`config.mk`:
```
export PLATFORM = sky130hd
export DESIGN_NAME = nearest_neighbor_downscale_normalize_flat
export DESIGN_NICKNAME = d
export VERILOG_FILES = /design/src/hdl/nnds_pkg.sv /design/src/hdl/nnds_if.sv /design/src/hdl/nearest_neighbor_downscale_normalize.sv /design/src/hdl/nnds_cfg_regs.sv /design/src/hdl/nnds_sampler.sv /design/src/hdl/nnds_norm.sv /design/src/flat_wrapper.sv
export SDC_FILE = /design/constraint.sdc
export NUM_CORES = 1
export LEC_CHECK = 0
export BUFFER_PORTS_ARGS = -buffer_cell sky130_fd_sc_hd__buf_2
export CORE_ASPECT_RATIO = 0.75
export CORE_MARGIN = 2
export CORE_UTILIZATION = 36
export DETAILED_ROUTE_END_ITERATION = 8
export GPL_TIMING_DRIVEN = 0
export HOLD_SLACK_MARGIN = 0.05
export PLACE_DENSITY_LB_ADDON = 0.05
export SKIP_CTS_REPAIR_TIMING = 1
export SLEW_MARGIN = 0
export SYNTH_ARGS = -nofsm -noshare
export SYNTH_HDL_FRONTEND = slang
export SYNTH_HIERARCHICAL = 1
export SYNTH_SLANG_ARGS = --single-unit
```
`constraint.sdc`:
```
create_clock -name clk -period 13.44 [get_ports clk]
set_input_delay 0.672 -clock clk [delete_from_list [all_inputs] [get_ports clk]]
set_output_delay 0.672 -clock clk [all_outputs]
set_load 0.03 [all_outputs]
```
`src/hdl/nnds_pkg.sv`:
```
// Package for the nearest-neighbor downscaler: shared constants, register codes and types.
// No dependencies; every other file of the block refers to it by scoped names.
package nnds_pkg;

	localparam int DIM_BITS_DEF = 12;
	localparam int PIX_BITS     = 8;
	localparam int NORM_BITS    = 16;
	localparam int CFG_IDX_BITS = 2;

	// Reset values of the size registers (truncated to DIM_BITS where they are used).
	localparam int SRC_WIDTH_RST  = 160;
	localparam int SRC_HEIGHT_RST = 120;
	localparam int DST_WIDTH_RST  = 128;
	localparam int DST_HEIGHT_RST = 128;

	typedef enum logic [CFG_IDX_BITS-1:0] {
		REG_SRC_WIDTH  = 2'd0,
		REG_SRC_HEIGHT = 2'd1,
		REG_DST_WIDTH  = 2'd2,
		REG_DST_HEIGHT = 2'd3
	} cfg_reg_t;

	// Decision for the pixel currently in the sampler.
	typedef struct packed {
		logic hit;   // pixel lands on a destination position
		logic last;  // that position is the final one of the destination frame
	} sel_t;

endpackage

```
`src/hdl/nnds_if.sv`:
```
// Channel interfaces of the downscaler: source pixels, results and configuration writes.
// Depends on nnds_pkg for field widths.
interface nnds_pix_if;
	logic                           valid;
	logic                           ready;
	logic [nnds_pkg::PIX_BITS-1:0]  pixel;
	logic                           frame_start;

	modport source (output valid, output pixel, output frame_start, input ready);
	modport sink   (input valid, input pixel, input frame_start, output ready);
endinterface

interface nnds_res_if;
	logic                           valid;
	logic                           ready;
	logic [nnds_pkg::PIX_BITS-1:0]  raw_pixel;
	logic [nnds_pkg::NORM_BITS-1:0] norm_pixel;
	logic                           last_pixel;

	modport source (output valid, output raw_pixel, output norm_pixel, output last_pixel,
		input ready);
	modport sink   (input valid, input raw_pixel, input norm_pixel, input last_pixel,
		output ready);
endinterface

interface nnds_cfg_if #(
	parameter int DIM_BITS = nnds_pkg::DIM_BITS_DEF
);
	logic                              valid;
	logic                              ready;
	logic [nnds_pkg::CFG_IDX_BITS-1:0] index;
	logic [DIM_BITS-1:0]               data;

	modport source (output valid, output index, output data, input ready);
	modport sink   (input valid, input index, input data, output ready);
endinterface

```
`src/hdl/nearest_neighbor_downscale_normalize.sv`:
```
// Top level of the nearest-neighbor downscaler with Q1.15 normalization.
// Depends on nnds_pkg, the channel interfaces, nnds_cfg_regs, nnds_sampler and nnds_norm.
//
// Usage:
//   Source pixels arrive in raster order on the src channel, one transaction per pixel,
//   with frame_start set on the first pixel of a frame. Each source pixel produces zero
//   or one transaction on the dst channel, carrying the selected byte, its value divided
//   by 255 in unsigned Q1.15 (rounded), and last_pixel on the final destination pixel.
//   Destination pixel (dx,dy) takes source column floor(dx*W/w) and row floor(dy*H/h).
//   The cfg channel writes the four size registers (index 0..3: source width, source
//   height, destination width, destination height); it is always ready and should only
//   be used while no pixel is in flight.
//
// Timing:
//   A pixel accepted at a clock edge sits in the input register; its result, if any, is
//   loaded into the output register when the stage moves on, which a stalled receiver
//   can delay. One pixel is accepted every cycle unless such a stall holds the stage;
//   the rate is set by the combinational counter and accumulator update in the sampler.
//   When the receiver stalls, the output register holds its transaction; the input
//   register keeps going as long as its pixel produces no result, and otherwise src.ready
//   drops until the output register frees up.
//   Reset clears all counters and both valids and loads 160x120 down to 128x128.
module nearest_neighbor_downscale_normalize #(
	parameter int DIM_BITS = nnds_pkg::DIM_BITS_DEF
) (
	input  logic          clk,
	input  logic          arst_n,
	nnds_pix_if.sink      src,
	nnds_res_if.source    dst,
	nnds_cfg_if.sink      cfg
);

	logic [DIM_BITS-1:0] src_width, src_height, dst_width, dst_height;

	// Configuration is always accepted.
	assign cfg.ready = 1'b1;

	nnds_cfg_regs #(.DIM_BITS(DIM_BITS)) u_cfg_regs (
		.clk        (clk),
		.arst_n     (arst_n),
		.wr_en      (cfg.valid),
		.wr_index   (cfg.index),
		.wr_data    (cfg.data),
		.src_width  (src_width),
		.src_height (src_height),
		.dst_width  (dst_width),
		.dst_height (dst_height)
	);

	// Input register stage.
	logic                          valid_s1;
	logic [nnds_pkg::PIX_BITS-1:0] pixel_s1;
	logic                          start_s1;

	// Output register.
	logic                           out_valid_q;
	logic [nnds_pkg::PIX_BITS-1:0]  raw_q;
	logic [nnds_pkg::NORM_BITS-1:0] norm_q;
	logic                           last_q;

	nnds_pkg::sel_t                 sel;
	logic [nnds_pkg::NORM_BITS-1:0] norm;
	logic                           out_free, s1_go, in_take;

	// The stage may move on when its pixel makes no result, or when the output slot is
	// empty or being emptied in this cycle.
	assign out_free  = !out_valid_q || dst.ready;
	assign s1_go     = valid_s1 && (!sel.hit || out_free);
	assign src.ready = !valid_s1 || s1_go;
	assign in_take   = src.valid && src.ready;

	always_ff @(posedge clk or negedge arst_n) begin
		if (!arst_n) begin
			valid_s1 <= 1'b0;
		end else if (src.ready) begin
			valid_s1 <= src.valid;
		end
	end

	always_ff @(posedge clk) begin
		if (in_take) begin
			pixel_s1 <= src.pixel;
			start_s1 <= src.frame_start;
		end
	end

	nnds_sampler #(.DIM_BITS(DIM_BITS)) u_sampler (
		.clk         (clk),
		.arst_n      (arst_n),
		.step        (s1_go),
		.frame_start (start_s1),
		.src_width   (src_width),
		.src_height  (src_height),
		.dst_width   (dst_width),
		.dst_height  (dst_height),
		.sel         (sel)
	);

	nnds_norm u_norm (
		.pixel (pixel_s1),
		.norm  (norm)
	);

	always_ff @(posedge clk or negedge arst_n) begin
		if (!arst_n) begin
			out_valid_q <= 1'b0;
		end else if (s1_go && sel.hit) begin
			out_valid_q <= 1'b1;
		end else if (dst.ready) begin
			out_valid_q <= 1'b0;
		end
	end

	always_ff @(posedge clk) begin
		if (s1_go && sel.hit) begin
			raw_q  <= pixel_s1;
			norm_q <= norm;
			last_q <= sel.last;
		end
	end

	assign dst.valid      = out_valid_q;
	assign dst.raw_pixel  = raw_q;
	assign dst.norm_pixel = norm_q;
	assign dst.last_pixel = last_q;

endmodule

```
`src/hdl/nnds_cfg_regs.sv`:
```
// Size registers of the downscaler, written through the configuration channel.
// Depends on nnds_pkg for register codes and reset values.
module nnds_cfg_regs #(
	parameter int DIM_BITS = nnds_pkg::DIM_BITS_DEF
) (
	input  logic                              clk,
	input  logic                              arst_n,
	input  logic                              wr_en,
	input  logic [nnds_pkg::CFG_IDX_BITS-1:0] wr_index,
	input  logic [DIM_BITS-1:0]               wr_data,
	output logic [DIM_BITS-1:0]               src_width,
	output logic [DIM_BITS-1:0]               src_height,
	output logic [DIM_BITS-1:0]               dst_width,
	output logic [DIM_BITS-1:0]               dst_height
);

	logic [DIM_BITS-1:0] src_width_q, src_height_q, dst_width_q, dst_height_q;

	always_ff @(posedge clk or negedge arst_n) begin
		if (!arst_n) begin
			src_width_q  <= DIM_BITS'(nnds_pkg::SRC_WIDTH_RST);
			src_height_q <= DIM_BITS'(nnds_pkg::SRC_HEIGHT_RST);
			dst_width_q  <= DIM_BITS'(nnds_pkg::DST_WIDTH_RST);
			dst_height_q <= DIM_BITS'(nnds_pkg::DST_HEIGHT_RST);
		end else if (wr_en) begin
			unique case (nnds_pkg::cfg_reg_t'(wr_index))
				nnds_pkg::REG_SRC_WIDTH:  src_width_q  <= wr_data;
				nnds_pkg::REG_SRC_HEIGHT: src_height_q <= wr_data;
				nnds_pkg::REG_DST_WIDTH:  dst_width_q  <= wr_data;
				nnds_pkg::REG_DST_HEIGHT: dst_height_q <= wr_data;
				default: ;
			endcase
		end
	end

	assign src_width  = src_width_q;
	assign src_height = src_height_q;
	assign dst_width  = dst_width_q;
	assign dst_height = dst_height_q;

endmodule

```
`src/hdl/nnds_sampler.sv`:
```
// Position counters and add-only accumulators that pick the nearest source pixel.
// Depends on nnds_pkg for the decision struct.
module nnds_sampler #(
	parameter int DIM_BITS = nnds_pkg::DIM_BITS_DEF
) (
	input  logic                clk,
	input  logic                arst_n,
	input  logic                step,
	input  logic                frame_start,
	input  logic [DIM_BITS-1:0] src_width,
	input  logic [DIM_BITS-1:0] src_height,
	input  logic [DIM_BITS-1:0] dst_width,
	input  logic [DIM_BITS-1:0] dst_height,
	output nnds_pkg::sel_t      sel
);

	localparam int ACC_BITS = 2 * DIM_BITS;

	logic [DIM_BITS-1:0] src_col_q, src_row_q, dst_col_q, dst_row_q;
	logic [ACC_BITS-1:0] col_src_acc_q, col_dst_acc_q, row_src_acc_q, row_dst_acc_q;

	// State as seen by this pixel: a frame start clears everything first.
	logic [DIM_BITS-1:0] sc, sr, dc, dr;
	logic [ACC_BITS-1:0] csa, cda, rsa, rda;
	logic                row_hit, col_hit, row_end, frame_end;

	logic [DIM_BITS-1:0] sc_n, sr_n, dc_n, dr_n;
	logic [ACC_BITS-1:0] csa_n, cda_n, rsa_n, rda_n;

	always_comb begin
		sc  = frame_start ? '0 : src_col_q;
		sr  = frame_start ? '0 : src_row_q;
		dc  = frame_start ? '0 : dst_col_q;
		dr  = frame_start ? '0 : dst_row_q;
		csa = frame_start ? '0 : col_src_acc_q;
		cda = frame_start ? '0 : col_dst_acc_q;
		rsa = frame_start ? '0 : row_src_acc_q;
		rda = frame_start ? '0 : row_dst_acc_q;

		// dst*src_size < src*dst_size + dst_size, compared one bit wider than the accumulator.
		row_hit = (dr < dst_height) &&
			({1'b0, rda} < ({1'b0, rsa} + (ACC_BITS+1)'(dst_height)));
		col_hit = (dc < dst_width) &&
			({1'b0, cda} < ({1'b0, csa} + (ACC_BITS+1)'(dst_width)));

		sel.hit  = row_hit && col_hit;
		sel.last = (({1'b0, dc} + 1'b1) == {1'b0, dst_width}) &&
			(({1'b0, dr} + 1'b1) == {1'b0, dst_height});

		row_end   = ({1'b0, sc} + 1'b1) >= {1'b0, src_width};
		frame_end = ({1'b0, sr} + 1'b1) >= {1'b0, src_height};
	end

	always_comb begin
		sc_n  = sc;
		sr_n  = sr;
		dc_n  = dc;
		dr_n  = dr;
		csa_n = csa;
		cda_n = cda;
		rsa_n = rsa;
		rda_n = rda;
		if (sel.hit) begin
			dc_n  = dc + 1'b1;
			cda_n = cda + ACC_BITS'(src_width);
		end
		if (row_end) begin
			sc_n  = '0;
			csa_n = '0;
			dc_n  = '0;
			cda_n = '0;
			if (frame_end) begin
				sr_n  = '0;
				dr_n  = '0;
				rsa_n = '0;
				rda_n = '0;
			end else begin
				if (row_hit) begin
					dr_n  = dr + 1'b1;
					rda_n = rda + ACC_BITS'(src_height);
				end
				sr_n  = sr + 1'b1;
				rsa_n = rsa + ACC_BITS'(dst_height);
			end
		end else begin
			sc_n  = sc + 1'b1;
			csa_n = csa + ACC_BITS'(dst_width);
		end
	end

	always_ff @(posedge clk or negedge arst_n) begin
		if (!arst_n) begin
			src_col_q     <= '0;
			src_row_q     <= '0;
			dst_col_q     <= '0;
			dst_row_q     <= '0;
			col_src_acc_q <= '0;
			col_dst_acc_q <= '0;
			row_src_acc_q <= '0;
			row_dst_acc_q <= '0;
		end else if (step) begin
			src_col_q     <= sc_n;
			src_row_q     <= sr_n;
			dst_col_q     <= dc_n;
			dst_row_q     <= dr_n;
			col_src_acc_q <= csa_n;
			col_dst_acc_q <= cda_n;
			row_src_acc_q <= rsa_n;
			row_dst_acc_q <= rda_n;
		end
	end

endmodule

```
`src/hdl/nnds_norm.sv`:
```
// Pixel normalization to unsigned Q1.15: round(p * 32768 / 255) without a divider.
// Depends on nnds_pkg for field widths.
module nnds_norm (
	input  logic [nnds_pkg::PIX_BITS-1:0]  pixel,
	output logic [nnds_pkg::NORM_BITS-1:0] norm
);

	// 32768 = 128*255 + 128, so the rounded quotient is 128p + floor((128p + 127) / 255).
	// For y below 65535, floor(y / 255) equals (y + 1 + (y >> 8)) >> 8.
	logic [14:0] y;
	logic [15:0] t;
	logic [7:0]  frac;

	always_comb begin
		y    = {pixel, 7'd0} + 15'd127;
		t    = {1'b0, y} + 16'd1 + {9'd0, y[14:8]};
		frac = t[15:8];
		norm = {1'b0, pixel, 7'd0} + {8'd0, frac};
	end

endmodule

```
`src/flat_wrapper.sv`:
```
// flat-port wrapper written by rule: the top's interface ports become plain ports
module nearest_neighbor_downscale_normalize_flat 
#(
	parameter int DIM_BITS = nnds_pkg::DIM_BITS_DEF
)
  (clk, arst_n, src_valid, src_pixel, src_frame_start, src_ready, dst_valid, dst_raw_pixel, dst_norm_pixel, dst_last_pixel, dst_ready, cfg_valid, cfg_index, cfg_data, cfg_ready);
  nnds_pix_if src_i ();
  nnds_res_if dst_i ();
  nnds_cfg_if #(.DIM_BITS(DIM_BITS)) cfg_i ();
  input  logic clk;
  input  logic arst_n;
  input wire logic [$bits(src_i.valid)-1:0] src_valid;
  input wire logic [$bits(src_i.pixel)-1:0] src_pixel;
  input wire logic [$bits(src_i.frame_start)-1:0] src_frame_start;
  output wire logic [$bits(src_i.ready)-1:0] src_ready;
  output wire logic [$bits(dst_i.valid)-1:0] dst_valid;
  output wire logic [$bits(dst_i.raw_pixel)-1:0] dst_raw_pixel;
  output wire logic [$bits(dst_i.norm_pixel)-1:0] dst_norm_pixel;
  output wire logic [$bits(dst_i.last_pixel)-1:0] dst_last_pixel;
  input wire logic [$bits(dst_i.ready)-1:0] dst_ready;
  input wire logic [$bits(cfg_i.valid)-1:0] cfg_valid;
  input wire logic [$bits(cfg_i.index)-1:0] cfg_index;
  input wire logic [$bits(cfg_i.data)-1:0] cfg_data;
  output wire logic [$bits(cfg_i.ready)-1:0] cfg_ready;
  assign src_i.valid = src_valid;
  assign src_i.pixel = src_pixel;
  assign src_i.frame_start = src_frame_start;
  assign src_ready = src_i.ready;
  assign dst_valid = dst_i.valid;
  assign dst_raw_pixel = dst_i.raw_pixel;
  assign dst_norm_pixel = dst_i.norm_pixel;
  assign dst_last_pixel = dst_i.last_pixel;
  assign dst_i.ready = dst_ready;
  assign cfg_i.valid = cfg_valid;
  assign cfg_i.index = cfg_index;
  assign cfg_i.data = cfg_data;
  assign cfg_ready = cfg_i.ready;
  nearest_neighbor_downscale_normalize #(.DIM_BITS(DIM_BITS)) u_core (.clk(clk), .arst_n(arst_n), .src(src_i), .dst(dst_i), .cfg(cfg_i));
endmodule
```
==> impl_metrics.toml, run 1 <==
[status]
status = "finished clean"

[sta]
worst_pin_slew_ps = 1200
fmax_mhz = 78.8
slew_headroom_pct = 19.2
rsz0062_at_grt = "no"
setup_violations = 0
fin_crit_sh_pct = 94.4
fin_skew_ps = 26.5
finalHoldViolations = 0
period_needed_ps = 12690
slew_violations = 0

[yosys]
syn-cell-area_um2 = 16200
synth.distinct_cells = 100
synth.yosys.seq_area_share_pct = 36.3
synth_compound_area_share_pct = 17.5
synthMuxAreaShare_pct = 3.39
syn_inst = 1724
synth_edf_count = 34
yosys_warnings = 6
synthAdderAreaFrac_pct = 12.0
synth_top_family_by_area = "simple AND/OR/NAND/NOR gates"
avgSynthCellArea_um2 = 9.41
syn_nets = 1905
synth-seq-cells = 228
yosys.area_share.simple_pct = 19.7
ys.flop_type = "dfrtp_1"
synth-xor-area-share_pct = 7.23
async_reset_ff_share_pct = 85.1

[cts]
clk_latency_ps = 590
htreeDepth = 1
cts_tree = "built"
cts_sinks = 228
cts_root_buf = "clkbuf_16"
cts.clk_slew.worst_paths_ps = 60
cts_buffers = 29
clockBufferDepth = 3

[routing]
drt_first_pass_iters = 5
wl_per_cell_um = 23.1
drc = 0
wl_um = 56000
drt_iter0_drc = 1174
vias_per_cell = 5.65
vias = 13689
drtAntennaViolNets = 0

[final_layout]
diodes = 0
final_common_cell = "dfrtp_1"
drive_gt1_share_pct = 11.9
fin_util_pct = 41.1
fillCellCount = 4461
layout.nets = 1993
final_cell_mix = "186 x dfrtp_1, 149 x ha_1, 131 x nand2_1"
area_delta_synth_final_pct = 12.9

[critical_path]
cpMostUsedCell = "clkbuf_1"
crit_type = "flip-flop to flip-flop"
critPathArrivalTime_ps = 13170
slowest_stage = "edfxtp_1"
start_kind = "flip-flop"
endpoint_kind = "flip-flop"
critPathMaxFanout = 19
worstPathRequired_ps = 13910
slowest_delay_ps = 730

[power_and_ir_drop]
p_total_mw = 2.98
p_per_area_nw_per_um2 = 162
irDropWorstVdd_uv = 105
leakage_nw = 8.08

[floorplanning]
placementRows = 67
die_area_um2 = 46800
pin_count = 56
initial_utilization_pct = 36.4
die_x_um = 249
core_um2 = 44600
die_y_um = 188

[global_routing]
grt_max_degree = 99
grt_use_met3_pct = 4.09
antenna_found_initial = 1
grt_usage_pct = 24.0
grt.met1_usage_pct = 39.0
grt_remaining_overflow = 0
grt_pass1_wl_um = 85000
grt_pass1_vias = 13104
met2_usage_pct = 32.5
grt_busiest_layer = "met1"

[min_path]
worst_hold_path_type = "input pin to flip-flop"

[place]
dpl.hpwl_um = 42200
gp_congestion = 0.852
port_buffers = 54

[job]
maxCapViolCount = 0
==> sequential cells by signal, indices dropped and copies added, names as in the netlist <==
register / count
u_core/dst.raw_pixel: 8
u_core/u_cfg_regs/dst_width: 12
u_core/pixel_s1: 8
u_core/u_sampler/dst_col_q: 12
u_core/dst.valid: 1
u_core/u_cfg_regs/dst_height: 12
u_core/start_s1: 1
u_core/u_sampler/dst_row_q: 12
u_core/u_sampler/col_src_acc_q: 24
u_core/u_sampler/col_dst_acc_q: 24
u_core/u_sampler/row_src_acc_q: 24
u_core/valid_s1: 1
u_core/u_cfg_regs/src_height: 12
u_core/u_sampler/row_dst_acc_q: 24
u_core/u_sampler/src_row_q: 12
u_core/u_cfg_regs/src_width: 12
u_core/dst.last_pixel: 1
u_core/dst.norm_pixel: 16
u_core/u_sampler/src_col_q: 12
==> cells in the mapped netlist (all sizes together), types with 4 or more instances <==
library cell / number / share of area, %
a31oi: 24 / 1.0
mux2: 48 / 3.3
o211ai: 14 / 0.65
or2: 10 / 0.39
a211oi: 14 / 0.65
inv: 91 / 2.1
nor4: 12 / 0.46
nand4: 30 / 1.2
nor3: 25 / 0.77
nand3b: 6 / 0.28
a2111oi: 4 / 0.22
a21oi: 65 / 2.0
nand2: 132 / 3.1
or4: 7 / 0.37
and3: 28 / 1.1
o21a: 13 / 0.60
a21o: 21 / 0.98
fa: 4 / 0.49
dfstp: 8 / 1.3
ha: 149 / 11
o31ai: 19 / 0.88
nand3: 73 / 2.4
o311ai: 9 / 0.49
o22ai: 13 / 0.50
nand2b: 41 / 1.6
a22o: 32 / 1.7
buf: 16 / 0.63
and2: 11 / 0.45
nor2: 87 / 2.0
o221ai: 9 / 0.49
o2bb2ai: 35 / 1.9
o21ai: 83 / 2.6
xnor2: 88 / 4.7
xor2: 46 / 2.5
edfxtp: 34 / 6.3
dfrtp: 186 / 29
or3: 9 / 0.35
a211o: 10 / 0.55
o2111ai: 4 / 0.22
nor2b: 99 / 3.9
and4: 5 / 0.27
o21bai: 8 / 0.37
clkbuf: 53 / 1.2
==> per-layer routing <==
metal,up-vias,part of all wire (%)
li1,6488,-
met3,56,5.9
met1,6790,54
met4,2,1.6
met2,353,39
met5,-,0.14
==> cells by family (layout without fill, tap and decap cells) <==
kind of cell / Yosys count / after routing
buffers and inverters: 161 / 272
other: 1 / 1
XOR/XNOR: 134 / 134
flip-flops: 228 / 228
adder cells (fa/ha/maj): 153 / 153
AO/OA/AOI/OAI: 406 / 406
AND/OR/NAND/NOR: 592 / 592
multiplexers: 49 / 49
==> stage by stage <==
stage / setup TNS (ps) / setup slack [ps] / hold WS, ps / cells / cell area (um^2)
after floorplan: 0 / 5110 / 376 / 1724 / 16200
after global placement: -11240 / -496 / 437 / 2364 / 17200
after detailed placement: -6030 / -388 / 458 / 2367 / 17300
after CTS: -8660 / -444 / -90.3 / 2421 / 18300
after global routing: 0 / 134 / 230 / 2421 / 18300
final: 0 / 747 / 253 / 2421 / 18300
==> where the power goes <==
| group | switching, mW | internal (mW) |
|---|---|---|
| logic | 0.788 | 0.395 |
| registers | 0.113 | 0.854 |
| clock network | 0.337 | 0.491 |
==> cell type report <==
cell class	instances	area [um^2]	share of cell area [%]
Tap cell	586	733	4.00
Sequential cell	228	5890	32.1
Clock buffer	44	882	4.81
Buffer	68	302	1.65
Multi-Input combinational cell	1335	9700	52.9
Timing Repair Buffer	58	360	1.97
Inverter	92	345	1.88
Clock inverter	10	120	0.655
==> final timing paths <==
path | from | end | cells past startpoint | slack, ps
min | src_pixel[4] | u_core/pixel_s1[4]$_DFFE_PP_ | 1 | 250
max in group asynchronous | arst_n | u_core/u_cfg_regs/src_width[7]$_DFFE_PN1P_ | 4 | 11700
min in group asynchronous | arst_n | u_core/u_sampler/row_src_acc_q[20]$_DFFE_PN0P_ | 2 | 530
max | u_core/start_s1$_DFFE_PP_ | u_core/u_sampler/row_dst_acc_q[15]$_DFFE_PN0P_ | 32 | 750
min reg2reg | u_core/u_sampler/col_src_acc_q[8]$_DFFE_PN0P_ | u_core/u_sampler/col_src_acc_q[8]$_DFFE_PN0P_ | 1 | 470
max reg2reg | u_core/start_s1$_DFFE_PP_ | u_core/u_sampler/row_dst_acc_q[15]$_DFFE_PN0P_ | 32 | 750
==> worst max-delay path, delay by kind of cell (launching register included) <==
family | cells | cell delay (ps)
flops | 1 | 730
compound gates | 10 | 3460
buf+inv | 10 | 4670
xor+xnor | 1 | 130
fa+ha+maj | 3 | 990
simple gates | 8 | 2490
No activity file was read; power rests on OpenSTA's default activity.
==> run 2, diff against run 1 <==
--- a/config.mk
+++ b/config.mk
@@ -8,11 +8,11 @@
 export BUFFER_PORTS_ARGS = -buffer_cell sky130_fd_sc_hd__buf_2
 export CORE_ASPECT_RATIO = 0.75
 export CORE_MARGIN = 2
-export CORE_UTILIZATION = 36
+export CORE_UTILIZATION = 64
 export DETAILED_ROUTE_END_ITERATION = 8
 export GPL_TIMING_DRIVEN = 0
 export HOLD_SLACK_MARGIN = 0.05
-export PLACE_DENSITY_LB_ADDON = 0.05
+export PLACE_DENSITY = 0.9
 export SKIP_CTS_REPAIR_TIMING = 1
 export SLEW_MARGIN = 0
 export SYNTH_ARGS = -nofsm -noshare
==> constraint.sdc (replaced) <==
create_clock -name clk -period 14.1 [get_ports clk]
set_input_delay 0.705 -clock clk [delete_from_list [all_inputs] [get_ports clk]]
set_output_delay 0.705 -clock clk [all_outputs]
set_load 0.03 [all_outputs]
==> impl_metrics.toml, run 2 (synthesis gave the netlist of run 1 again) <==
[status]
status = "finished clean"

[global_routing]
grt_usage_pct = 37.8
met2_usage_pct = 55.3
grt_pass1_vias = 14475
grt_use_met3_pct = 11.9
grt_max_degree = 108
grt_busiest_layer = "met2"
grt.met1_usage_pct = 52.3
antenna_found_initial = 1
grt_remaining_overflow = 0
grt_pass1_wl_um = 78900

[final_layout]
final_common_cell = "dfrtp_1"
multi_input_area_um2 = 9700
final_cell_mix = "186 x dfrtp_1, 149 x ha_1, 131 x nand2_1"
drive_gt1_share_pct = 11.2
final_area_um2 = 17800
fin_util_pct = 71.4
fin_cells = 2165
area_delta_synth_final_pct = 9.78
fillCellCount = 1808
regArea_um2 = 5890
layout.nets = 1988

[critical_path]
critPathArrivalTime_ps = 14500
crit_type = "flip-flop to flip-flop"
critPathMaxFanout = 11
endpoint_kind = "flip-flop"
critical_path.n_buffers_inverters = 11
worstPathRequired_ps = 14550
slowest_delay_ps = 870
critPathTopFamily = "buffers and inverters"
start_kind = "flip-flop"
slowest_stage = "edfxtp_1"
cpMostUsedCell = "clkbuf_1"

[power_and_ir_drop]
leakage_nw = 7.98
irDropWorstVdd_uv = 143
p_total_mw = 2.72
p_per_area_nw_per_um2 = 153

[cts]
htreeDepth = 1
cts_sinks = 228
cts.clk_slew.worst_paths_ps = 60
clockBufferDepth = 3
clk_latency_ps = 570
cts_tree = "built"
cts_buffers = 25
cts_root_buf = "clkbuf_16"

[sta]
setup_violations = 0
hold_slack_ps = 171
fin_tns_setup_ps = 0
fin_crit_sh_pct = 99.7
worst_pin_slew_ps = 1300
slew_headroom_pct = 12.0
fin_skew_ps = 15.1
rsz0062_at_grt = "no"
fmax_mhz = 71.1
period_needed_ps = 14060
fin_ws_ps = 44.0
finalHoldViolations = 0
slew_violations = 0

[floorplanning]
die_x_um = 188
initial_utilization_pct = 65.0
placementRows = 50
die_area_um2 = 26700
pin_count = 56
core_um2 = 25000
die_y_um = 142

[routing]
vias = 14647
wl_um = 50500
wl_per_cell_um = 23.3
drtAntennaViolNets = 0
drt_iter0_drc = 2054
vias_per_cell = 6.77
drc = 0
drt_first_pass_iters = 6

[place]
port_buffers = 54
place_ws_ps = 1200
gp_congestion = 0.995
dpl.hpwl_um = 36800
placed_cell_area_um2 = 17000
place_inst = 2118

[job]
maxCapViolCount = 0

[min_path]
worst_hold_path_type = "input pin to async pin"
==> run 2: changes by cell type in the layout (fill, tap and decap cells not counted), moves of 2 or more <==
cell        delta
bufinv_16      -2
clkbuf_1       +4
clkbuf_16      -4
clkbuf_2       -3
clkinv_2       -2
clkinvlp_4     -2
==> run 2: final cells by class <==
| class | count | share of cell area [%] |
|---|---|---|
| Sequential cell | 228 | 33.0 |
| Clock inverter | 6 | 0.309 |
| Tap cell | 338 | 2.37 |
| Clock buffer | 40 | 4.39 |
| Buffer | 69 | 1.69 |
| Multi-Input combinational cell | 1335 | 54.4 |
| Timing Repair Buffer | 56 | 1.81 |
| Inverter | 92 | 1.94 |
| Antenna cell | 1 | 0.0140 |
==> run 2: final timing paths <==
path	startpoint	to	slack, ps	cells after the start
max	u_core/start_s1$_DFFE_PP_	u_core/u_sampler/row_dst_acc_q[14]$_DFFE_PN0P_	40	34
min	arst_n	u_core/u_cfg_regs/src_height[9]$_DFFE_PN0P_	170	1
max reg2reg	u_core/start_s1$_DFFE_PP_	u_core/u_sampler/row_dst_acc_q[14]$_DFFE_PN0P_	40	34
min reg2reg	u_core/u_sampler/col_src_acc_q[3]$_DFFE_PN0P_	u_core/u_sampler/col_src_acc_q[3]$_DFFE_PN0P_	470	2
max in group asynchronous	arst_n	u_core/u_sampler/src_col_q[1]$_DFFE_PN0P_	12890	2
min in group clk	src_pixel[1]	u_core/pixel_s1[1]$_DFFE_PP_	320	1
==> run 2: routing by layer <==
layer  part of all wire, %  wire, um  vias to the layer above
met2                    42     21200                     1030
met3                    14      7110                      191
met5                     0         0                        -
met4                   4.0      2040                        0
met1                    40     20100                     6988
li1                      -         -                     6438
==> run 2: power breakdown <==
group	total, mW	switching [mW]	internal [mW]
clock network	0.672	0.289	0.383
logic	1.12	0.740	0.379
registers	0.927	0.113	0.813
==> run 3, diff against run 2 <==
--- a/config.mk
+++ b/config.mk
@@ -9,10 +9,11 @@
 export CORE_ASPECT_RATIO = 0.75
 export CORE_MARGIN = 2
 export CORE_UTILIZATION = 64
+export CTS_CLUSTER_SIZE = 16
 export DETAILED_ROUTE_END_ITERATION = 8
 export GPL_TIMING_DRIVEN = 0
 export HOLD_SLACK_MARGIN = 0.05
-export PLACE_DENSITY = 0.9
+export PLACE_DENSITY = 0.82
 export SKIP_CTS_REPAIR_TIMING = 1
 export SLEW_MARGIN = 0
 export SYNTH_ARGS = -nofsm -noshare
==> impl_metrics.toml, run 3 (synthesis gave the netlist of run 1 again) <==
[floorplanning]
pin_count = 56
die_x_um = 188
core_um2 = 25000
initial_utilization_pct = 65.0
placementRows = 50
die_y_um = 142
die_area_um2 = 26700

[sta]
finalHoldViolations = 0
setup_violations = 0
fin_ws_ps = 441
fin_skew_ps = 30.0
fmax_mhz = 73.2
period_needed_ps = 13660
worst_pin_slew_ps = 1220
fin_tns_setup_ps = 0
slew_headroom_pct = 17.4
slew_violations = 0
rsz0062_at_grt = "no"
fin_crit_sh_pct = 96.9

[critical_path]
slowest_delay_ps = 720
r2r-start = "u_core/start_s1$_DFFE_PP_"
endpoint_kind = "flip-flop"
slowest_stage = "edfxtp_1"
reg2reg_depth = 34
start_kind = "flip-flop"
crit_type = "flip-flop to flip-flop"
worstPathRequired_ps = 14570
critPathArrivalTime_ps = 14130
cpMostUsedCell = "clkbuf_1"
reg2reg_slack_ps = 440
critPathMaxFanout = 11
regToRegEndpoint = "u_core/u_sampler/dst_row_q[3]$_DFFE_PN0P_"

[place]
port_buffers = 54
place_ws_ps = 1060
gp_congestion = 0.974
dpl.hpwl_um = 37000

[final_layout]
drive_gt1_share_pct = 11.2
final_cell_mix = "186 x dfrtp_1, 149 x ha_1, 131 x nand2_1"
area_delta_synth_final_pct = 10.4
fillCellCount = 1883
layout.nets = 1990
final_common_cell = "dfrtp_1"

[routing]
drc = 0
wl_per_cell_um = 22.9
vias = 14496
wl_um = 49600
drt_iter0_drc = 1588
drtAntennaViolNets = 0
vias_per_cell = 6.69
drt_first_pass_iters = 6

[min_path]
holdPathEnd = "u_core/pixel_s1[1]$_DFFE_PP_"
worst_hold_path_type = "input pin to flip-flop"
holdPathStages = 1
hp-start = "src_pixel[1]"

[global_routing]
grt_pass1_vias = 13718
met2_usage_pct = 53.9
antenna_found_initial = 3
grt_usage_pct = 37.3
grt_busiest_layer = "met1"
grt_pass1_wl_um = 77000
grt_use_met3_pct = 11.1
grt_max_degree = 80
grt.met1_usage_pct = 53.9
grt_remaining_overflow = 0

[power_and_ir_drop]
p_per_area_nw_per_um2 = 154
irDropWorstVdd_uv = 131
leakage_nw = 8.02

[cts]
cts.clk_slew.worst_paths_ps = 70
htreeDepth = 1
cts_tree = "built"
cts_sinks = 228
clockBufferDepth = 3
clk_latency_ps = 570
cts_root_buf = "clkbuf_16"
cts_buffers = 25

[status]
status = "finished clean"

[job]
maxCapViolCount = 0
[run 3: where the power goes]
| group | switching, mW | internal, mW | total, mW |
|---|---|---|---|
| sequential | 0.112 | 0.814 | 0.925 |
| combinational | 0.733 | 0.378 | 1.11 |
| clock | 0.290 | 0.436 | 0.726 |
[run 3: metal layers]
layer | routed length, um | share of wire [%]
met1 | 20800 | 42
met2 | 20500 | 41
met3 | 6660 | 13
met4 | 1540 | 3.1
met5 | 0 | 0
[run 3: cell type report]
cell class | instances | area [um^2] | share of cell area [%]
Antenna cell | 2 | 5.00 | 0.0279
Buffer | 69 | 303 | 1.69
Clock buffer | 38 | 736 | 4.11
Clock inverter | 8 | 161 | 0.901
Inverter | 92 | 345 | 1.93
Multi-Input combinational cell | 1335 | 9700 | 54.1
Sequential cell | 228 | 5890 | 32.8
Tap cell | 338 | 423 | 2.36
Timing Repair Buffer | 58 | 360 | 2.01
[run 3: worst max-delay path: cells and delay by family (launching register included)]
| family | cells | cell delay (ps) |
|---|---|---|
| buf+inv | 11 | 5430 |
| compound gates | 11 | 3650 |
| simple gates | 8 | 2560 |
| fa+ha+maj | 3 | 1000 |
| flops | 1 | 720 |
| xor+xnor | 1 | 130 |
[run 3: worst max-delay path by stage]
stage,startpoint,end,slack (ps),depth (start not counted)
final,u_core/start_s1$_DFFE_PP_,u_core/u_sampler/dst_row_q[3]$_DFFE_PN0P_,440,34
after detailed placement,u_core/start_s1$_DFFE_PP_,u_core/u_sampler/dst_row_q[3]$_DFFE_PN0P_,1060,34
after CTS,u_core/start_s1$_DFFE_PP_,u_core/u_sampler/dst_row_q[3]$_DFFE_PN0P_,990,34
after global placement,u_core/start_s1$_DFFE_PP_,u_core/u_sampler/dst_row_q[3]$_DFFE_PN0P_,1420,34
after global routing,u_core/start_s1$_DFFE_PP_,u_core/u_sampler/dst_row_q[3]$_DFFE_PN0P_,240,34
after floorplan,u_core/start_s1$_DFFE_PP_,u_core/u_sampler/row_dst_acc_q[19]$_DFFE_PN0P_,5770,34
[run 3: metrics by stage]
step | util [%] | hold WS (ps) | instances | area [um^2] | power (mW)
after detailed placement | 68.1 | 461 | 2119 | 17000 | 1.99
after CTS | 71.7 | 20.5 | 2165 | 17900 | 2.72
after global routing | 71.8 | 294 | 2166 | 17900 | 2.89
final | 71.8 | 306 | 2168 | 17900 | 2.76
after global placement | 67.8 | 435 | 2116 | 16900 | 1.94
after floorplan | - | 409 | 1724 | 16200 | 1.64
